===== src/sv/fpa_pkg.sv =====
// Shared types and constants for the first-fit page allocator.
// Holds the controller/datapath command and status structs, status codes,
// page flag layout and configuration register indexes. No dependencies.
`default_nettype none

package fpa_pkg;

  localparam int DEF_MAX_PAGES  = 128;
  localparam int DEF_PAGE_SHIFT = 12;

  localparam int ADDR_W  = 32;
  localparam int COUNT_W = 8;
  localparam int CFG_IDX_W = 2;

  localparam logic [CFG_IDX_W-1:0] CFG_HEAP_BASE    = CFG_IDX_W'(0);
  localparam logic [CFG_IDX_W-1:0] CFG_PAGES_IN_USE = CFG_IDX_W'(1);

  localparam logic [ADDR_W-1:0]  RST_HEAP_BASE    = '0;
  localparam logic [COUNT_W-1:0] RST_PAGES_IN_USE = COUNT_W'(128);

  // page flag bits
  localparam int FLAG_TAKEN_BIT = 0;
  localparam int FLAG_LAST_BIT  = 1;

  typedef enum logic [1:0] {
    ST_DONE         = 2'd0,
    ST_ALLOC_FAIL   = 2'd1,
    ST_FREE_IGNORED = 2'd2
  } status_t;

  typedef enum logic [2:0] {
    OP_NONE,
    OP_CLEAR,
    OP_ACCEPT,
    OP_ALLOC_EV,
    OP_MARK,
    OP_FREE_CHK,
    OP_FREE_EV,
    OP_LOAD_OUT
  } dp_op_t;

  typedef struct packed {
    dp_op_t  op;
    status_t out_status;
  } dp_cmd_t;

  typedef struct packed {
    logic clear_done;
    logic alloc_bad;
    logic found;
    logic scan_end;
    logic mark_done;
    logic free_bad;
    logic free_stop;
  } dp_sts_t;

endpackage

`default_nettype wire


===== src/sv/fpa_datapath.sv =====
// Datapath of the page allocator: config registers, page flag memory,
// scan/walk counters and the result register. Driven by fpa_ctrl.
// Depends on fpa_pkg.
`default_nettype none

module fpa_datapath
  import fpa_pkg::*;
#(
  parameter int MAX_PAGES  = DEF_MAX_PAGES,
  parameter int PAGE_SHIFT = DEF_PAGE_SHIFT
) (
  input  wire logic                 clk,
  input  wire logic                 rst_n,
  input  wire logic                 cfg_we,
  input  wire logic [CFG_IDX_W-1:0] cfg_index,
  input  wire logic [ADDR_W-1:0]    cfg_wdata,
  input  wire logic                 in_req_type,
  input  wire logic [COUNT_W-1:0]   in_page_count,
  input  wire logic [ADDR_W-1:0]    in_free_address,
  output logic [ADDR_W-1:0]         out_block_address,
  output logic [1:0]                out_status,
  input  wire dp_cmd_t              cmd,
  output dp_sts_t                   sts
);

  localparam int IDX_W = (MAX_PAGES > 1) ? $clog2(MAX_PAGES) : 1;
  localparam int N_W   = (IDX_W + 1 > COUNT_W) ? IDX_W + 1 : COUNT_W;
  localparam int EXT_W = ADDR_W + 2;

  logic [ADDR_W-1:0]  base_r;
  logic [COUNT_W-1:0] pages_r;
  logic [IDX_W-1:0]   idx_r;
  logic               req_type_r;
  logic [COUNT_W-1:0] count_r;
  logic [ADDR_W-1:0]  addr_r;
  logic [N_W-1:0]     run_r;
  logic [N_W-1:0]     rem_r;
  logic [IDX_W-1:0]   start_r;
  logic               mark_last_r;
  logic [1:0]         rd_data_r;
  logic [ADDR_W-1:0]  res_addr_r;
  logic [ADDR_W-1:0]  out_block_address_r;
  status_t            out_status_r;

  logic [1:0] flag_mem [MAX_PAGES];

  logic [N_W-1:0]    n_pages;
  logic [N_W-1:0]    count_ext;
  logic [EXT_W-1:0]  heap_end;
  logic [ADDR_W-1:0] page_off;
  logic [ADDR_W-1:0] off_pg;
  logic              taken;
  logic              last;
  logic              mem_we;
  logic [1:0]        mem_wd;
  logic [ADDR_W-1:0] out_off;

  assign n_pages   = (N_W'(pages_r) > N_W'(MAX_PAGES)) ? N_W'(MAX_PAGES) : N_W'(pages_r);
  assign count_ext = N_W'(count_r);
  assign taken     = rd_data_r[FLAG_TAKEN_BIT];
  assign last      = rd_data_r[FLAG_LAST_BIT];
  assign heap_end  = EXT_W'(base_r) + (EXT_W'(n_pages) << PAGE_SHIFT);
  assign page_off  = addr_r - base_r;
  assign off_pg    = page_off >> PAGE_SHIFT;

  always_comb begin
    sts.clear_done = (idx_r == IDX_W'(MAX_PAGES - 1));
    sts.alloc_bad  = (count_r == '0) || (count_ext > n_pages);
    sts.found      = !taken && ((run_r + N_W'(1)) == count_ext);
    sts.scan_end   = ((N_W'(idx_r) + N_W'(1)) == n_pages);
    sts.mark_done  = (rem_r == N_W'(1));
    sts.free_bad   = (addr_r == '0) || (addr_r < base_r) || (EXT_W'(addr_r) >= heap_end);
    sts.free_stop  = !taken || last || (idx_r == IDX_W'(MAX_PAGES - 1));
  end

  always_comb begin
    mem_wd                 = '0;
    mem_wd[FLAG_TAKEN_BIT] = (cmd.op == OP_MARK);
    mem_wd[FLAG_LAST_BIT]  = (cmd.op == OP_MARK) && mark_last_r;
    mem_we = (cmd.op == OP_CLEAR) || (cmd.op == OP_MARK) || ((cmd.op == OP_FREE_EV) && taken);
  end

  // flag memory: one write, one registered read, both at idx_r
  always_ff @(posedge clk) begin
    if (mem_we) begin
      flag_mem[idx_r] <= mem_wd;
    end
    rd_data_r <= flag_mem[idx_r];
  end

  always_ff @(posedge clk) begin
    if (!rst_n) begin
      base_r  <= RST_HEAP_BASE;
      pages_r <= RST_PAGES_IN_USE;
    end else if (cfg_we) begin
      unique case (cfg_index)
        CFG_HEAP_BASE:    base_r  <= cfg_wdata;
        CFG_PAGES_IN_USE: pages_r <= cfg_wdata[COUNT_W-1:0];
        default: ;
      endcase
    end
  end

  always_ff @(posedge clk) begin
    if (!rst_n) begin
      idx_r <= '0;
    end else begin
      unique case (cmd.op)
        OP_CLEAR:    idx_r <= idx_r + IDX_W'(1);
        OP_ACCEPT:   idx_r <= '0;
        OP_ALLOC_EV: if (!sts.found) idx_r <= idx_r + IDX_W'(1);
        OP_MARK:     idx_r <= idx_r - IDX_W'(1);
        OP_FREE_CHK: idx_r <= off_pg[IDX_W-1:0];
        OP_FREE_EV:  idx_r <= idx_r + IDX_W'(1);
        default: ;
      endcase
    end
  end

  always_ff @(posedge clk) begin
    unique case (cmd.op)
      OP_ACCEPT: begin
        req_type_r <= in_req_type;
        count_r    <= in_page_count;
        addr_r     <= in_free_address;
        run_r      <= '0;
      end
      OP_ALLOC_EV: begin
        run_r <= taken ? '0 : run_r + N_W'(1);
        if (sts.found) begin
          // mark from the run's end back to its start
          start_r     <= IDX_W'(N_W'(idx_r) + N_W'(1) - count_ext);
          rem_r       <= count_ext;
          mark_last_r <= 1'b1;
        end
      end
      OP_MARK: begin
        rem_r       <= rem_r - N_W'(1);
        mark_last_r <= 1'b0;
        res_addr_r  <= base_r + (ADDR_W'(start_r) << PAGE_SHIFT);
      end
      OP_LOAD_OUT: begin
        out_status_r        <= cmd.out_status;
        out_block_address_r <= ((cmd.out_status == ST_DONE) && !req_type_r) ? res_addr_r : '0;
      end
      default: ;
    endcase
  end

  assign out_block_address = out_block_address_r;
  assign out_status        = out_status_r;
  assign out_off           = out_block_address_r - base_r;

  a_mark_in_range: assert property (@(posedge clk) disable iff (!rst_n)
    (cmd.op == OP_MARK) |-> (N_W'(idx_r) < n_pages))
    else $error("mark write outside managed pages");

  a_free_start_in_range: assert property (@(posedge clk) disable iff (!rst_n)
    ((cmd.op == OP_FREE_CHK) && !sts.free_bad) |=> (N_W'(idx_r) < n_pages))
    else $error("free walk starts outside managed pages");

  a_alloc_aligned: assert property (@(posedge clk) disable iff (!rst_n)
    ((cmd.op == OP_LOAD_OUT) && (cmd.out_status == ST_DONE) && !req_type_r)
      |=> (out_off[PAGE_SHIFT-1:0] == '0))
    else $error("allocated address not page aligned to base");

endmodule

`default_nettype wire


===== src/sv/fpa_ctrl.sv =====
// Controller of the page allocator: sequences clear, scan, mark and free
// walk steps and owns the input ready and output valid handshake.
// Depends on fpa_pkg.
`default_nettype none

module fpa_ctrl
  import fpa_pkg::*;
(
  input  wire logic    clk,
  input  wire logic    rst_n,
  input  wire logic    in_valid,
  output logic         in_ready,
  input  wire logic    in_req_type,
  output logic         out_valid,
  input  wire logic    out_ready,
  output dp_cmd_t      cmd,
  input  wire dp_sts_t sts
);

  typedef enum logic [3:0] {
    S_CLEAR,
    S_IDLE,
    S_ALLOC_CHK,
    S_SCAN_RD,
    S_SCAN_EV,
    S_MARK,
    S_FREE_CHK,
    S_FREE_RD,
    S_FREE_EV,
    S_RESP
  } state_t;

  state_t  state_r, state_nxt;
  status_t res_status_r, res_status_nxt;
  logic    out_valid_r, out_valid_nxt;
  dp_op_t  op;

  always_comb begin
    state_nxt      = state_r;
    res_status_nxt = res_status_r;
    op             = OP_NONE;
    unique case (state_r)
      S_CLEAR: begin
        op = OP_CLEAR;
        if (sts.clear_done) state_nxt = S_IDLE;
      end
      S_IDLE: begin
        if (in_valid) begin
          op        = OP_ACCEPT;
          state_nxt = in_req_type ? S_FREE_CHK : S_ALLOC_CHK;
        end
      end
      S_ALLOC_CHK: begin
        if (sts.alloc_bad) begin
          res_status_nxt = ST_ALLOC_FAIL;
          state_nxt      = S_RESP;
        end else begin
          state_nxt = S_SCAN_RD;
        end
      end
      S_SCAN_RD: state_nxt = S_SCAN_EV;
      S_SCAN_EV: begin
        op = OP_ALLOC_EV;
        priority if (sts.found) begin
          state_nxt = S_MARK;
        end else if (sts.scan_end) begin
          res_status_nxt = ST_ALLOC_FAIL;
          state_nxt      = S_RESP;
        end else begin
          state_nxt = S_SCAN_RD;
        end
      end
      S_MARK: begin
        op = OP_MARK;
        if (sts.mark_done) begin
          res_status_nxt = ST_DONE;
          state_nxt      = S_RESP;
        end
      end
      S_FREE_CHK: begin
        op = OP_FREE_CHK;
        if (sts.free_bad) begin
          res_status_nxt = ST_FREE_IGNORED;
          state_nxt      = S_RESP;
        end else begin
          state_nxt = S_FREE_RD;
        end
      end
      S_FREE_RD: state_nxt = S_FREE_EV;
      S_FREE_EV: begin
        op = OP_FREE_EV;
        if (sts.free_stop) begin
          res_status_nxt = ST_DONE;
          state_nxt      = S_RESP;
        end else begin
          state_nxt = S_FREE_RD;
        end
      end
      S_RESP: begin
        // hold until the output register is free
        if (!out_valid_r || out_ready) begin
          op        = OP_LOAD_OUT;
          state_nxt = S_IDLE;
        end
      end
      default: state_nxt = S_CLEAR;
    endcase

    if (op == OP_LOAD_OUT) begin
      out_valid_nxt = 1'b1;
    end else if (out_ready) begin
      out_valid_nxt = 1'b0;
    end else begin
      out_valid_nxt = out_valid_r;
    end
  end

  always_ff @(posedge clk) begin
    if (!rst_n) begin
      state_r      <= S_CLEAR;
      res_status_r <= ST_DONE;
      out_valid_r  <= 1'b0;
    end else begin
      state_r      <= state_nxt;
      res_status_r <= res_status_nxt;
      out_valid_r  <= out_valid_nxt;
    end
  end

  assign in_ready       = (state_r == S_IDLE);
  assign out_valid      = out_valid_r;
  assign cmd.op         = op;
  assign cmd.out_status = res_status_r;

  a_one_at_a_time: assert property (@(posedge clk) disable iff (!rst_n)
    (in_valid && in_ready) |=> !in_ready)
    else $error("second request taken while one is in flight");

  a_no_result_in_clear: assert property (@(posedge clk) disable iff (!rst_n)
    (state_r == S_CLEAR) |-> !out_valid_r)
    else $error("result shown during clearing pass");

  a_result_from_resp: assert property (@(posedge clk) disable iff (!rst_n)
    $rose(out_valid_r) |-> $past(state_r == S_RESP))
    else $error("output valid raised outside response step");

endmodule

`default_nettype wire


===== src/sv/first_fit_page_allocator_core.sv =====
// Top level of the first-fit contiguous page allocator.
// Joins fpa_ctrl (sequencer) and fpa_datapath (flags memory, registers).
// Depends on fpa_pkg, fpa_ctrl, fpa_datapath.
//
//   channel  direction  handshake           payload
//   in       sink       in_valid/in_ready    in_req_type, in_page_count, in_free_address
//   out      source     out_valid/out_ready  out_block_address, out_status
//   cfg      sink       cfg_we               cfg_index, cfg_wdata
//
// Allocate: accept, count check, read and evaluate steps per scanned page, a mark
//   step per marked page, response. Free: accept, address check, read and evaluate
//   steps per walked page, response. The single flag memory port with its registered
//   read sets the pace. After reset a clearing pass frees every page, in_ready low.
// One request is in work at a time; a finished result waits in the output register
//   and the next request is taken while it waits.

`default_nettype none

module first_fit_page_allocator_core
  import fpa_pkg::*;
#(
  parameter int MAX_PAGES  = DEF_MAX_PAGES,
  parameter int PAGE_SHIFT = DEF_PAGE_SHIFT
) (
  input  wire logic                 clk,
  input  wire logic                 rst_n,
  input  wire logic                 cfg_we,
  input  wire logic [CFG_IDX_W-1:0] cfg_index,
  input  wire logic [ADDR_W-1:0]    cfg_wdata,
  input  wire logic                 in_valid,
  output logic                      in_ready,
  input  wire logic                 in_req_type,
  input  wire logic [COUNT_W-1:0]   in_page_count,
  input  wire logic [ADDR_W-1:0]    in_free_address,
  output logic                      out_valid,
  input  wire logic                 out_ready,
  output logic [ADDR_W-1:0]         out_block_address,
  output logic [1:0]                out_status
);

  dp_cmd_t cmd;
  dp_sts_t sts;

  fpa_ctrl u_ctrl (
    .clk         (clk),
    .rst_n       (rst_n),
    .in_valid    (in_valid),
    .in_ready    (in_ready),
    .in_req_type (in_req_type),
    .out_valid   (out_valid),
    .out_ready   (out_ready),
    .cmd         (cmd),
    .sts         (sts)
  );

  fpa_datapath #(
    .MAX_PAGES  (MAX_PAGES),
    .PAGE_SHIFT (PAGE_SHIFT)
  ) u_datapath (
    .clk               (clk),
    .rst_n             (rst_n),
    .cfg_we            (cfg_we),
    .cfg_index         (cfg_index),
    .cfg_wdata         (cfg_wdata),
    .in_req_type       (in_req_type),
    .in_page_count     (in_page_count),
    .in_free_address   (in_free_address),
    .out_block_address (out_block_address),
    .out_status        (out_status),
    .cmd               (cmd),
    .sts               (sts)
  );

endmodule

`default_nettype wire


===== config.mk =====
export PLATFORM = sky130hd
export DESIGN_NAME = first_fit_page_allocator_core
export DESIGN_NICKNAME = d
export VERILOG_FILES = /design/src/sv/fpa_pkg.sv /design/src/sv/fpa_datapath.sv /design/src/sv/fpa_ctrl.sv /design/src/sv/first_fit_page_allocator_core.sv
export SDC_FILE = /design/constraint.sdc
export NUM_CORES = 1
export LEC_CHECK = 0
export ABC_CLOCK_PERIOD_IN_PS = 8860
export BUFFER_PORTS_ARGS = -buffer_cell sky130_fd_sc_hd__buf_2
export CORE_MARGIN = 1.5
export CORE_UTILIZATION = 30
export CTS_BUF_LIST = sky130_fd_sc_hd__clkbuf_8 sky130_fd_sc_hd__clkbuf_16
export CTS_CLUSTER_SIZE = 16
export DETAILED_ROUTE_END_ITERATION = 16
export GPL_ROUTABILITY_DRIVEN = 0
export PLACE_DENSITY = 0.51
export REMOVE_ABC_BUFFERS = 1
export SETUP_SLACK_MARGIN = 0.02
export SKIP_LAST_GASP = 1
export SYNTH_ARGS = -nofsm -noshare
export SYNTH_HDL_FRONTEND = slang
export SYNTH_SLANG_ARGS = --single-unit

===== constraint.sdc =====
create_clock -name clk -period 8.86 [get_ports clk]
set_clock_uncertainty 0.2 [all_clocks]
set_input_delay 0.443 -clock clk [delete_from_list [all_inputs] [get_ports clk]]
set_output_delay 0.443 -clock clk [all_outputs]
set_load 0.005 [all_outputs]

==> results by stage, run 1 <==
Synthesis:
- The primary flip-flop cell chosen by synthesis mapping is edfxtp_1.
- The number of different library cells in the post-synthesis netlist is 81.
- The complex-gate fraction of the synthesized area is 0.118.
- Of the total synthesized cell area, the portion taken by XOR and XNOR cells is 0.0359.
- The number of flops mapped to enable cells by yosys is 387.
- After synthesis the netlist holds a flip-flop and latch count of 443.
- In the synthesized netlist the async set-or-reset flop fraction comes to 0.
- Of the total synthesized cell area, the portion taken by full adders, half adders and majority gates is 0.0584.
- The cell count after synthesis is 1701.
- The sequential fraction of the synthesis area is 0.617.
- Averaged over all synthesized cells, the footprint is 12.1 um^2.
- The post-synth design cell area is 20700 um^2.
- Of the post-synthesis cell area, the part taken by muxes is 0.00703.
- Of the total synthesized cell area, the portion taken by AND, OR, NAND and NOR gates is 0.132.
- By area, the combinational part of the netlist is dominated by simple AND/OR/NAND/NOR gates.
- The count of synthesis-stage warnings from yosys is 0.

Route:
- The remaining antenna violation count after routing is 0.
- The detailed router used layers up to and including met4.
- The iteration-0 DRC count of the detailed router is 1164.
- The sum of met3 wire segment lengths after detailed routing is 3.29 mm.
- The wire length on met2 is 26.7 mm.
- The final layout contains routed wiring with a total length of 58.4 mm.
- In the final routed layout, each cell accounts on average for 20.9 um.
- The first TritonRoute pass finished after 5 iterations.
- In the routed layout, each cell is associated on average with a via count of 5.18.
- The detailed-route DRC error count is 0.
- The routed layout has 14500 vias.
- The detailed router put a total of 27.1 mm of wire on met1.

Place:
- Detailed placement ended at an HPWL of 38.1 mm.
- The quantity of I/O buffers inserted on ports is 115.
- The cell count after placement is 2637.

Layout:
- The number of filler instances in the final layout is 6660.
- The final layout contains 2053 nets.
- The share of layout cells above drive strength 1 is 0.127.
- Compared with the post-synthesis result, the final layout area differs by 18.5%.
- The library cell used most frequently in the layout, excluding fill and tap cells, is edfxtp_1.
- The library cells used most frequently in the layout, excluding fill and tap cells, are 387 x edfxtp_1, 197 x nor2_1, 130 x nand2_1.
- The number of standard cells in the layout, taps in and fillers out is 2800.
- The number of antenna diodes in the final layout is 0.

Pwr:
- The analysis attributes to cell leakage a power of 8.61 nW.
- The internal portion of the total power is 3.44 mW.
- The power per cell area is 183 nW/um^2.
- The switching part of the total is 0.232.
- The share of total power dissipated in the clock network is 0.438.
- In this run the power spent charging and discharging nets is 1.04 mW.
- The worst-case IR drop observed on VDD is 0.159 mV.
- Of the total power, combinational logic draws 0.056.
- The part of the total power dissipated in sequential elements is 0.505.

Setup path:
- The worst setup path is of the reg -> reg kind.
- The endpoint identified for the worst register-to-register timing path is u_ctrl.res_status_r[0].
- The element type at the critical path end is a flop.
- For the worst setup path, the data required time is 9.21 ns.
- The arrival time of the worst setup path is 5.91 ns.
- The worst setup path is launched from a flop.
- In this run the critical register-to-register path is launched from u_datapath.pages_r[7].
- The start point of the critical path is u_datapath.pages_r[7].
- The worst setup path endpoint is u_ctrl.res_status_r[0].
- The worst setup slack for register-to-register paths is 3.30 ns.
- Counting cells, the worst reg-to-reg path comes to 21.
- The peak fanout along the critical path is 10.

Clock network:
- After clock tree synthesis, the clock-pin slew on the worst setup and hold paths is 0.07 ns.
- At the later pin of the worst-skew pair, clock insertion delay measures 0.62 ns.
- The tree is rooted in a clkbuf_16.
- The clock tree buffer depth is 3.
- The total CTS buffers is 48.
- The TritonCTS clock tree is done.
- The number of sinks driven by the clock tree is 443.
- The maximum level of the CTS H-tree is 2.

Global route:
- The first global-routing pass estimated 89.4 mm of wire.
- The total global routing track utilization is 0.165.
- The pin count of the biggest net entering global routing is 94.
- The number of antenna violations at the first check in global routing is 1.
- The aggregate global routing overflow is 0.
- The via count of the first global-routing pass is 14800.

Floorplanning:
- In this run the standard cell core region covers 68300 um^2.
- The die outline width is 265 um.
- The count of boundary I/O pins is 116.
- The effective utilization at floorplan is 0.302.
- The floorplan step set the die height to 265 um.
- The die covers 70400 um^2.
- The number of rows in the core area is 96.

STA:
- The part of the cycle the worst path needs is 0.628.
- The worst hold slack is 0.104 ns.
- The highest achievable clock rate is 180 MHz.
- The sum of negative setup slack is 0 ns.
- Setup violations remaining at the end of the flow were counted as 0.
- After layout, the minimum clock period comes to 5.56 ns.
- The number of hold-slack violations in the final timing report was 0.
- The worst relative slew slack is 0.134.
- Setup repair after global routing left no endpoint under its margin.
- The total count of max-transition violations in the final report is 0.
- For the pin with the worst max-slew slack, the measured transition is 1.29 ns.

Min path:
- The worst hold path belongs to the class in -> reg.

Job:
- Max-cap violations in this run came to 0.

Outcome:
- The run finished with clean final reports.
[flip-flops by register name, summed over array words and instances, names as in the netlist, 4 cells and up]
signal and count:
u_datapath.base_r 32, u_datapath.out_block_address 32, u_datapath.count_ext 8, u_datapath.pages_r 8
u_ctrl.state_r 4, u_datapath.idx_r 7, u_datapath.addr_r 32, u_datapath.flag_mem 256
u_datapath.rem_r 8, u_datapath.run_r 8, u_datapath.start_r 7, u_datapath.res_addr_r 32
[power groups by stage]
stage                     Clock (mW)  Sequential (mW)  Combinational [mW]
after global placement             0             2.31               0.226
final                           1.97             2.27               0.252
after global routing            2.09             2.27               0.275
after detailed placement           0             2.31               0.228
after floorplan                    0             2.31               0.120
after CTS                       2.01             2.27               0.255
[synth_stat cells (3+ instances only)]
library cell | n | area, um^2
or2_2 | 6 | 37.5
o211ai_1 | 10 | 75.1
a22oi_1 | 97 | 728
o22ai_1 | 3 | 18.8
nor2b_1 | 12 | 75.1
a31oi_1 | 8 | 50.1
edfxtp_1 | 387 | 11600
nor2_1 | 199 | 747
xnor3_1 | 5 | 113
nand2_1 | 130 | 488
inv_1 | 76 | 285
and2_1 | 36 | 225
nand3_1 | 31 | 155
a311oi_1 | 3 | 26.3
o21a_1 | 8 | 60.1
ha_1 | 90 | 1130
or3_1 | 6 | 37.5
xnor2_1 | 57 | 499
o21bai_1 | 6 | 45.0
o21ai_1 | 15 | 75.1
inv_2 | 4 | 15.0
nand4_1 | 58 | 363
clkbuf_1 | 56 | 210
buf_6 | 3 | 33.8
nand3b_1 | 5 | 37.5
o21ai_0 | 39 | 195
a21oi_1 | 71 | 355
xor2_1 | 13 | 114
buf_4 | 5 | 37.5
fa_1 | 4 | 80.1
buf_2 | 18 | 90.1
and3_1 | 11 | 68.8
a211oi_1 | 9 | 67.6
nor4_1 | 22 | 138
a22o_1 | 17 | 149
mux2i_1 | 10 | 100
dfxtp_1 | 56 | 1120
nand2b_1 | 6 | 37.5
a21o_1 | 17 | 128
a221oi_1 | 17 | 149
nor3_1 | 20 | 100
o31a_1 | 4 | 35.0
nor3b_2 | 3 | 37.5
[layout make-up]
class	instances	area, um^2	area share
clock buffers	48	1200	0.0491
clock inverters	41	350	0.0143
inverters	80	303	0.0124
multi-input cells	1096	7300	0.298
flip-flops and latches	443	12700	0.521
well taps	882	1100	0.0451
repair buffers	210	1470	0.0602
[worst min-delay path by stage]
| stage | from | endpoint | cells past startpoint |
|---|---|---|---|
| after floorplan | u_datapath.base_r[10] | u_datapath.res_addr_r[10] | 0 |
| final | out_ready | u_ctrl.out_valid | 4 |
| after CTS | out_ready | u_ctrl.out_valid | 4 |
| after global placement | u_datapath.base_r[2] | u_datapath.res_addr_r[2] | 0 |
| after global routing | out_ready | u_ctrl.state_r[3] | 4 |
| after detailed placement | u_datapath.base_r[2] | u_datapath.res_addr_r[2] | 0 |
[stage by stage]
step                utilization  worst slack [ns]  area, um^2  total power [mW]
finish                    0.358              3.30       24500              4.48
global route              0.358              2.88       24500              4.63
CTS                       0.358              3.31       24500              4.53
detailed placement        0.324              3.32       22200              2.54
global placement          0.324              3.60       22200              2.54
floorplan                     -              4.37       20300              2.43
[what timing repair did]
action	4_1_cts	5_1_grt
buffers inserted	0	0
gates resized for setup	0	0
hold endpoints to repair	81	0
hold buffers	74	0
[metal layers]
metal	track usage	vias up
met5	0	-
met4	0.0454	0
met3	0.0238	86
met2	0.265	432
met1	0.233	7258
li1	-	6738
[logic make-up after synthesis]
family,count (synthesis)
flip-flops,443
multiplexers,12
AO/OA/AOI/OAI,351
adder cells (fa/ha/maj),94
XOR/XNOR,76
AND/OR/NAND/NOR,563
buffers and inverters,162
[critical path: stages (launching register included)]
cell	delay (ns)
dfxtp_1	0.58
inv_2	0.14
nand2_1	0.17
inv_1	0.06
ha_1	0.26
a21o_1	0.17
a21oi_1	0.23
o21bai_1	0.10
a21oi_1	0.32
o21bai_1	0.14
a41oi_1	0.61
nor3_1	0.17
xnor2_1	0.17
ha_1	0.29
nand4_1	0.15
or3_1	0.41
nor4_1	0.32
nor4_1	0.10
a211oi_2	0.36
o31ai_4	0.13
nor4_4	0.19
mux2i_1	0.22
Power figures use the tool's default switching activity.
==> run 2, diff against run 1 <==
- ABC_CLOCK_PERIOD_IN_PS: 8860 -> 5200
- clock period: 8.86 -> 5.2 ns (I/O delays scaled with it)
==> run 2 against run 1 <==
Clock power is 87% higher. Sequential power is 70% higher. Critical path depth is 2 higher. Design area is 1.2% higher. Critical endpoint is now u_ctrl.state_r[1]. Largest power group unchanged.
==> results by stage, run 2 (same netlist as run 1, synthesis figures left out) <==
Global route:
- The aggregate global routing overflow is 0.
- The pin count of the biggest net entering global routing is 68.
- The number of antenna violations at the first check in global routing is 2.
- The via count of the first global-routing pass was 14600.
- For this run, the total global-route usage over all layers was measured as 0.165.
- The first global-routing pass estimated 88.9 mm of wire.

STA:
- The total count of max-transition violations in the final report was 0.
- The part of the cycle the worst path needs is 0.945.
- The number of hold-slack violations in the final timing report is 0.
- Subtracting the final worst setup slack from the clock period gives 4.91 ns.
- The sum of negative setup slack is 0 ns.
- Setup violations remaining at the end of the flow were counted as 0.
- Setup repair after global routing left no endpoint under its margin.
- The worst path meets setup with 0.288 ns of slack.
- The worst pin sits at a relative slew slack of 0.241.
- The tightest hold path in the finished design has a slack of 0.0806 ns.
- At the pin with the least slew margin, the transition time is 1.14 ns.
- The highest achievable clock rate is 204 MHz.

Place:
- During placement, the flow inserted port buffers numbering 115.
- The estimated wirelength of the detail-placed design is 38.9 mm.
- The instance area at placement is 22200 um^2.
- The setup slack at placement is 0.183 ns.

Setup path:
- In this run the worst path has a maximum fanout of 6.
- STA classifies the critical path endpoint as a flop.
- The worst setup path is of the reg -> reg kind.
- The data required time at the worst endpoint is 5.50 ns.
- Data arrives at the worst endpoint at 5.21 ns.
- STA classifies the critical path startpoint as a flop.

Route:
- Wire segments on met3 add up to 3.42 mm in the final route.
- In the routed layout, each cell is associated on average with a via count of 5.13.
- The number of iterations in the first detailed-routing pass is 5.
- The detailed-route DRC error count is 0.
- The detail route stage leaves a number of antenna-violating nets equal to 0.
- The routed design uses 26.8 mm of met2 wire.
- Dividing the detail-routed wire length by the instance count gives 20.9 um.
- The highest metal layer with signal wires is met4.
- The iteration-0 DRC count of the detailed router is 1145.
- For this block, wires on met1 add up to 27.3 mm.
- For this block, the via count after detailed routing is 14400.
- After detailed routing, the total wire length is 58.9 mm.

Floorplanning:
- After floorplanning, the core was sized to cover 68300 um^2.
- The initial utilization of the core area, before any placement, comes to 0.302.
- Pin placement for this block handled 116 I/O pins.
- The floorplan die height is 265 um.
- The floorplan has 96 rows.
- The die covers 70400 um^2.
- The die outline width is 265 um.

Layout:
- In the final layout, the share of cells above drive strength 1 is 0.138.
- The count of inserted antenna diode cells is 0.
- The register ranked first by flip-flop count is u_datapath.flag_mem.
- Measured on the finished design, the core utilization comes to 0.362.
- The total non-filler cell area in the finished layout is 24800 um^2.
- The library cell used most frequently in the layout, excluding fill and tap cells, is edfxtp_1.
- The register with the most flip-flops in the layout has 256 of them.
- In the final design database the tool counted 2064 nets.
- The top cell types in the final layout, fill and taps aside, are 387 x edfxtp_1, 197 x nor2_1, 130 x nand2_1.
- The area growth from synthesis to layout is 19.8%.

Clock network:
- The clock tree buffer depth is 3.
- The cell sitting at the root of the clock tree is a clkbuf_16.
- The TritonCTS clock tree is done.
- Counting the buffers created by CTS gives 50.
- For this design, the sink count on the clock tree is 443.
- The clock tree synthesis step divided the H-tree into 2 levels.
- The clock insertion delay at the later pin of the skew report is 0.63 ns.
- The clock-pin slew on the worst setup and hold paths is 0.07 ns.

Job:
- The reported max-cap violation count is 0.

Outcome:
- The flow ran to the end, and the final reports show no timing, DRC or antenna violations.

Pwr:
- The analysis attributes to cell leakage a power of 8.71 nW.
- Power spread over the standard cell area amounts to 322 nW/um^2.
- IR analysis of the VDD net gives a maximum drop of 0.230 mV.

Min path:
- The tightest min-delay check is of the in -> reg type.
run 2: per-stage QoR:
| step | total power, mW | cells |
|---|---|---|
| after detailed placement | 4.32 | 2644 |
| after floorplan | 4.14 | 1619 |
| after CTS | 8.06 | 2810 |
| final | 7.97 | 2811 |
| after global routing | 8.23 | 2811 |
| after global placement | 4.32 | 2644 |
run 2: metal layers:
metal  up-vias  GRT usage
li1       6766          -
met1      7117      0.235
met2       452      0.261
met3        83     0.0256
met4         0     0.0479
met5         -          0
run 2: final timing paths:
| check | from | end | slack (ns) | cells past startpoint |
|---|---|---|---|---|
| worst min register to register | u_datapath.base_r[3] | u_datapath.res_addr_r[3] | 0.27 | 0 |
| worst min-delay path | cfg_index[1] | u_datapath.base_r[18] | 0.08 | 5 |
| worst max-delay path | u_datapath.pages_r[7] | u_ctrl.state_r[1] | 0.29 | 23 |
| worst max register to register | u_datapath.pages_r[7] | u_ctrl.state_r[1] | 0.29 | 23 |
run 2: critical path, stage by stage (launching register included):
cell,delay [ns]
dfxtp_1,0.42
inv_2,0.11
nand2_1,0.15
inv_1,0.06
ha_1,0.27
a21o_1,0.11
a21oi_1,0.09
o21bai_1,0.20
a21oi_2,0.12
o21bai_1,0.19
a41oi_1,0.15
buf_4,0.20
nor4_2,0.36
xnor2_1,0.16
ha_1,0.27
a21oi_1,0.17
nand2_1,0.09
or3_1,0.38
nor4_2,0.30
a211oi_2,0.11
buf_4,0.18
o31ai_4,0.30
a21oi_1,0.07
a21oi_1,0.14
run 2: what timing repair did:
action	4_1_cts	5_1_grt
setup buffers	0	1
gates resized for setup	0	4
hold buffers	75	0
setup endpoints to repair	0	5
endpoints found under the hold margin	89	0
run 2: layout make-up:
type                    instances  area, um^2
inverters                      80         303
well taps                     882        1100
repair buffers                219        1560
flip-flops and latches        443       12700
multi-input cells            1096        7320
clock buffers                  51        1260
clock inverters                40         468
fillers                      6657       43600
run 2: power breakdown:
part	switching, mW	internal, mW	leakage (nW)
sequential	0.0338	3.84	4.22
combinational	0.251	0.168	3.64
clock	1.50	2.18	0.853
total	1.78	6.19	8.71
==> run 3, diff against run 2 <==
- ABC_CLOCK_PERIOD_IN_PS: 5200 -> 5800
- BUFFER_PORTS_ARGS: -buffer_cell sky130_fd_sc_hd__buf_2 -> -buffer_cell sky130_fd_sc_hd__buf_4
- clock period: 5.2 -> 5.8 ns (I/O delays scaled with it)
==> run 3 against run 2 <==
Die area is the same. Sequential power fell by 10%. Power fell by 15%. Count of clock-buffer cells in the layout decreased by 1. Worst setup slack improved by 0.33 ns. Largest cell class unchanged. Cell count down 0.43%. Critical endpoint is now u_ctrl.res_status_r[0]. Register-to-register slack improved by 0.33 ns. Sequential cell count unchanged.
==> results by stage, run 3 (same netlist as run 1, synthesis figures left out) <==
Floorplanning:
- In this run the vertical extent of the chip is 265 um.
- The floorplan die area is 70400 um^2.
- The floorplan has 96 rows.
- The core outline area is 68300 um^2.
- In this run the horizontal extent of the chip is 265 um.
- The count of boundary I/O pins is 116.
- The effective utilization at floorplan is 0.302.

STA:
- The worst relative slew slack is 0.266.
- Setup repair after global routing left no endpoint under its margin.
- The part of the cycle the worst path needs is 0.894.
- The worst hold slack is 0.108 ns.
- The sum of negative setup slack is 0 ns.
- Based on the critical path, the design can be clocked at up to 193 MHz.
- The post-route minimum period is 5.18 ns.
- The final count of negative-setup-slack endpoints is 0.
- The number of hold-slack violations in the final timing report is 0.
- The total count of max-transition violations in the final report is 0.
- The transition time at the pin with the least slew margin is 1.10 ns.

Layout:
- With fillers left out, the area of the finished cells amounts to 24700 um^2.
- Leaving out fill and tap cells, the most frequent cell in the layout is edfxtp_1.
- The core utilization of the finished layout is 0.362.
- The repair_antennas step left the layout with diodes totalling 0.
- Of the cells placed in the final design, the portion with a size suffix greater than 1 is 0.123.
- The register with the most flip-flops in the layout has 256 of them.
- The area growth from synthesis to layout is 19.8%.
- The register with the most flip-flops in the final layout is u_datapath.flag_mem.
- Leaving out fill and tap cells, the most frequent cells in the layout are 387 x edfxtp_1, 197 x nor2_1, 134 x buf_4.
- The net count reported at finish is 2054.

Setup path:
- For the worst flop-to-flop path, the logic depth is 21.
- The number of cells on the critical path is 21.
- Walking the worst path, the cells encountered are inv_2 -> nand2_1 -> inv_1 -> ha_1 -> a21o_1 -> a21oi_1 -> o21bai_1 -> a21oi_1 -> o21bai_1 -> a41oi_2 -> nor3_1 -> xnor2_1 -> ha_1 -> nand4_1 -> or3_1 -> nor4_1 -> nor4_1 -> a211oi_2 -> o31ai_4 -> nor4_4 -> mux2i_1.
- The beginning of the worst register-to-register path is u_datapath.pages_r[7].
- The worst setup path endpoint is u_ctrl.res_status_r[0].
- The longest individual stage delay on the worst path is 0.56 ns.
- STA puts the critical path data arrival time at 5.53 ns.
- STA puts the critical path data required time at 6.14 ns.
- Together, buffers and inverters on the worst path number 2.
- The worst setup path is launched from a flop.
- In this design, the largest share of critical-path delay is due to compound AO/OA/AOI/OAI gates.
- The start point of the critical path is u_datapath.pages_r[7].
- The element type at the critical path end is a flop.
- The peak fanout along the critical path is 10.
- The destination of the worst register-to-register timing path is u_ctrl.res_status_r[0].
- The type of the setup path with the least slack is reg -> reg.
- The worst setup slack for register-to-register paths is 0.62 ns.
- Among all stages on the critical path, the largest delay is contributed by dfxtp_1.

Global route:
- Entering global routing, the biggest net connects 148 pins.
- The aggregate global routing overflow is 0.
- The first global-routing pass estimated 89.2 mm of wire.
- The number of antenna violations at the first check in global routing is 2.
- The via count of the first global-routing pass came to 14800.
- The total global routing track utilization is 0.166.

Place:
- During placement, the flow inserted port buffers numbering 115.
- The instance area at placement is 22500 um^2.
- The HPWL after detailed placement is 38.6 mm.

Route:
- The detailed router finished its first iteration with 963 violations.
- The vias after detailed routing is 14400.
- For this run, the detailed router's first-pass iteration total came to 5.
- After detailed routing, the total wire length is 58.6 mm.
- The remaining antenna violation count after routing is 0.
- Using the TritonRoute via totals, the vias-per-cell ratio works out to 5.16.
- In the final routed layout, each cell accounts on average for 20.9 um.
- The detailed-route DRC error count is 0.

Clock network:
- TritonCTS built the clock tree.
- No sink is reached through more buffers than the 3 on the longest clock path.
- Buffers inserted during clock tree synthesis total 48.
- The tree built by TritonCTS fans out to 443 sinks.
- In this run the post-CTS setup repair buffer count came out at 0.
- The H-tree was split into 2 levels.
- After clock tree synthesis, the clock-pin slew on the worst setup and hold paths is 0.06 ns.
- The clock insertion delay at the later pin of the skew report is 0.61 ns.
- Clock tree synthesis selected as its root buffer the cell clkbuf_16.

Outcome:
- The flow ran to the end, and the final reports show no timing, DRC or antenna violations.

Job:
- The tool flagged a number of max-cap violations equal to 0.

Pwr:
- The power per cell area is 274 nW/um^2.
- Summed over all cells, the static leakage comes to 8.70 nW.
- VDD sags by at most 0.208 mV.

Min path:
- The path class of the tightest hold or removal check is in -> reg.
run 3: cell count changes in the layout (fill, tap and decap cells not counted), sizes merged:
cell and delta:
bufinv -6, clkinv -6, clkinvlp -5, clkbuf -1
buf -8, inv +14
run 3: repair_timing:
action | 4_1_cts | 5_1_grt
hold buffers | 75 | 0
setup endpoints to repair | 0 | 2
hold endpoints to repair | 90 | 0
gates resized for setup | 0 | 1
run 3: area by class of cell:
| class | count | area, um^2 |
|---|---|---|
| Clock buffer | 50 | 1230 |
| Clock inverter | 37 | 260 |
| Fill cell | 6633 | 43600 |
| Inverter | 80 | 303 |
| Multi-Input combinational cell | 1096 | 7300 |
| Sequential cell | 443 | 12700 |
| Tap cell | 882 | 1100 |
| Timing Repair Buffer | 211 | 1800 |
run 3: layer usage:
metal,vias up,wire length [um],part of all wire,GRT usage
met1,7208,27100,0.46,0.229
li1,6744,-,-,-
met4,0,1120,0.019,0.0423
met3,68,3380,0.058,0.0297
met5,-,0,0,0
met2,417,27000,0.46,0.267
run 3: per-stage QoR:
| step | total power, mW | setup WS [ns] | cells |
|---|---|---|---|
| 2_1_floorplan | 3.71 | 1.31 | 1619 |
| 3_3_place_gp | 3.89 | 0.569 | 2637 |
| 3_5_place_dp | 3.89 | 0.375 | 2637 |
| 4_1_cts | 6.85 | 0.382 | 2799 |
| 5_1_grt | 7.01 | 0.178 | 2799 |
| 6_report | 6.77 | 0.616 | 2799 |
run 3: how the worst min path moves through the flow:
stage                     slack [ns]                   endpoint  cells past startpoint                   from
final                           0.11      u_datapath.base_r[27]                      5           cfg_index[1]
after global routing            0.11      u_datapath.base_r[31]                      5           cfg_index[1]
after CTS                       0.07      u_datapath.base_r[27]                      5           cfg_index[1]
after detailed placement        0.25   u_datapath.res_addr_r[2]                      0   u_datapath.base_r[2]
after global placement          0.25  u_datapath.res_addr_r[10]                      0  u_datapath.base_r[10]
after floorplan                 0.15      u_datapath.pages_r[7]                      1                  rst_n
run 3: worst reg2reg max path: cells and delay by family (launching register included):
kind,cells,cell delay [ns]
buf+inv,2,0.20
simple gates,7,1.42
xor+xnor,1,0.15
mux,1,0.20
compound gates,8,1.87
fa+ha+maj,2,0.55
flops,1,0.56
run 3: power breakdown:
group          internal (mW)  switching, mW
Combinational          0.165          0.225
Sequential              3.44         0.0276
Clock                   1.62           1.29
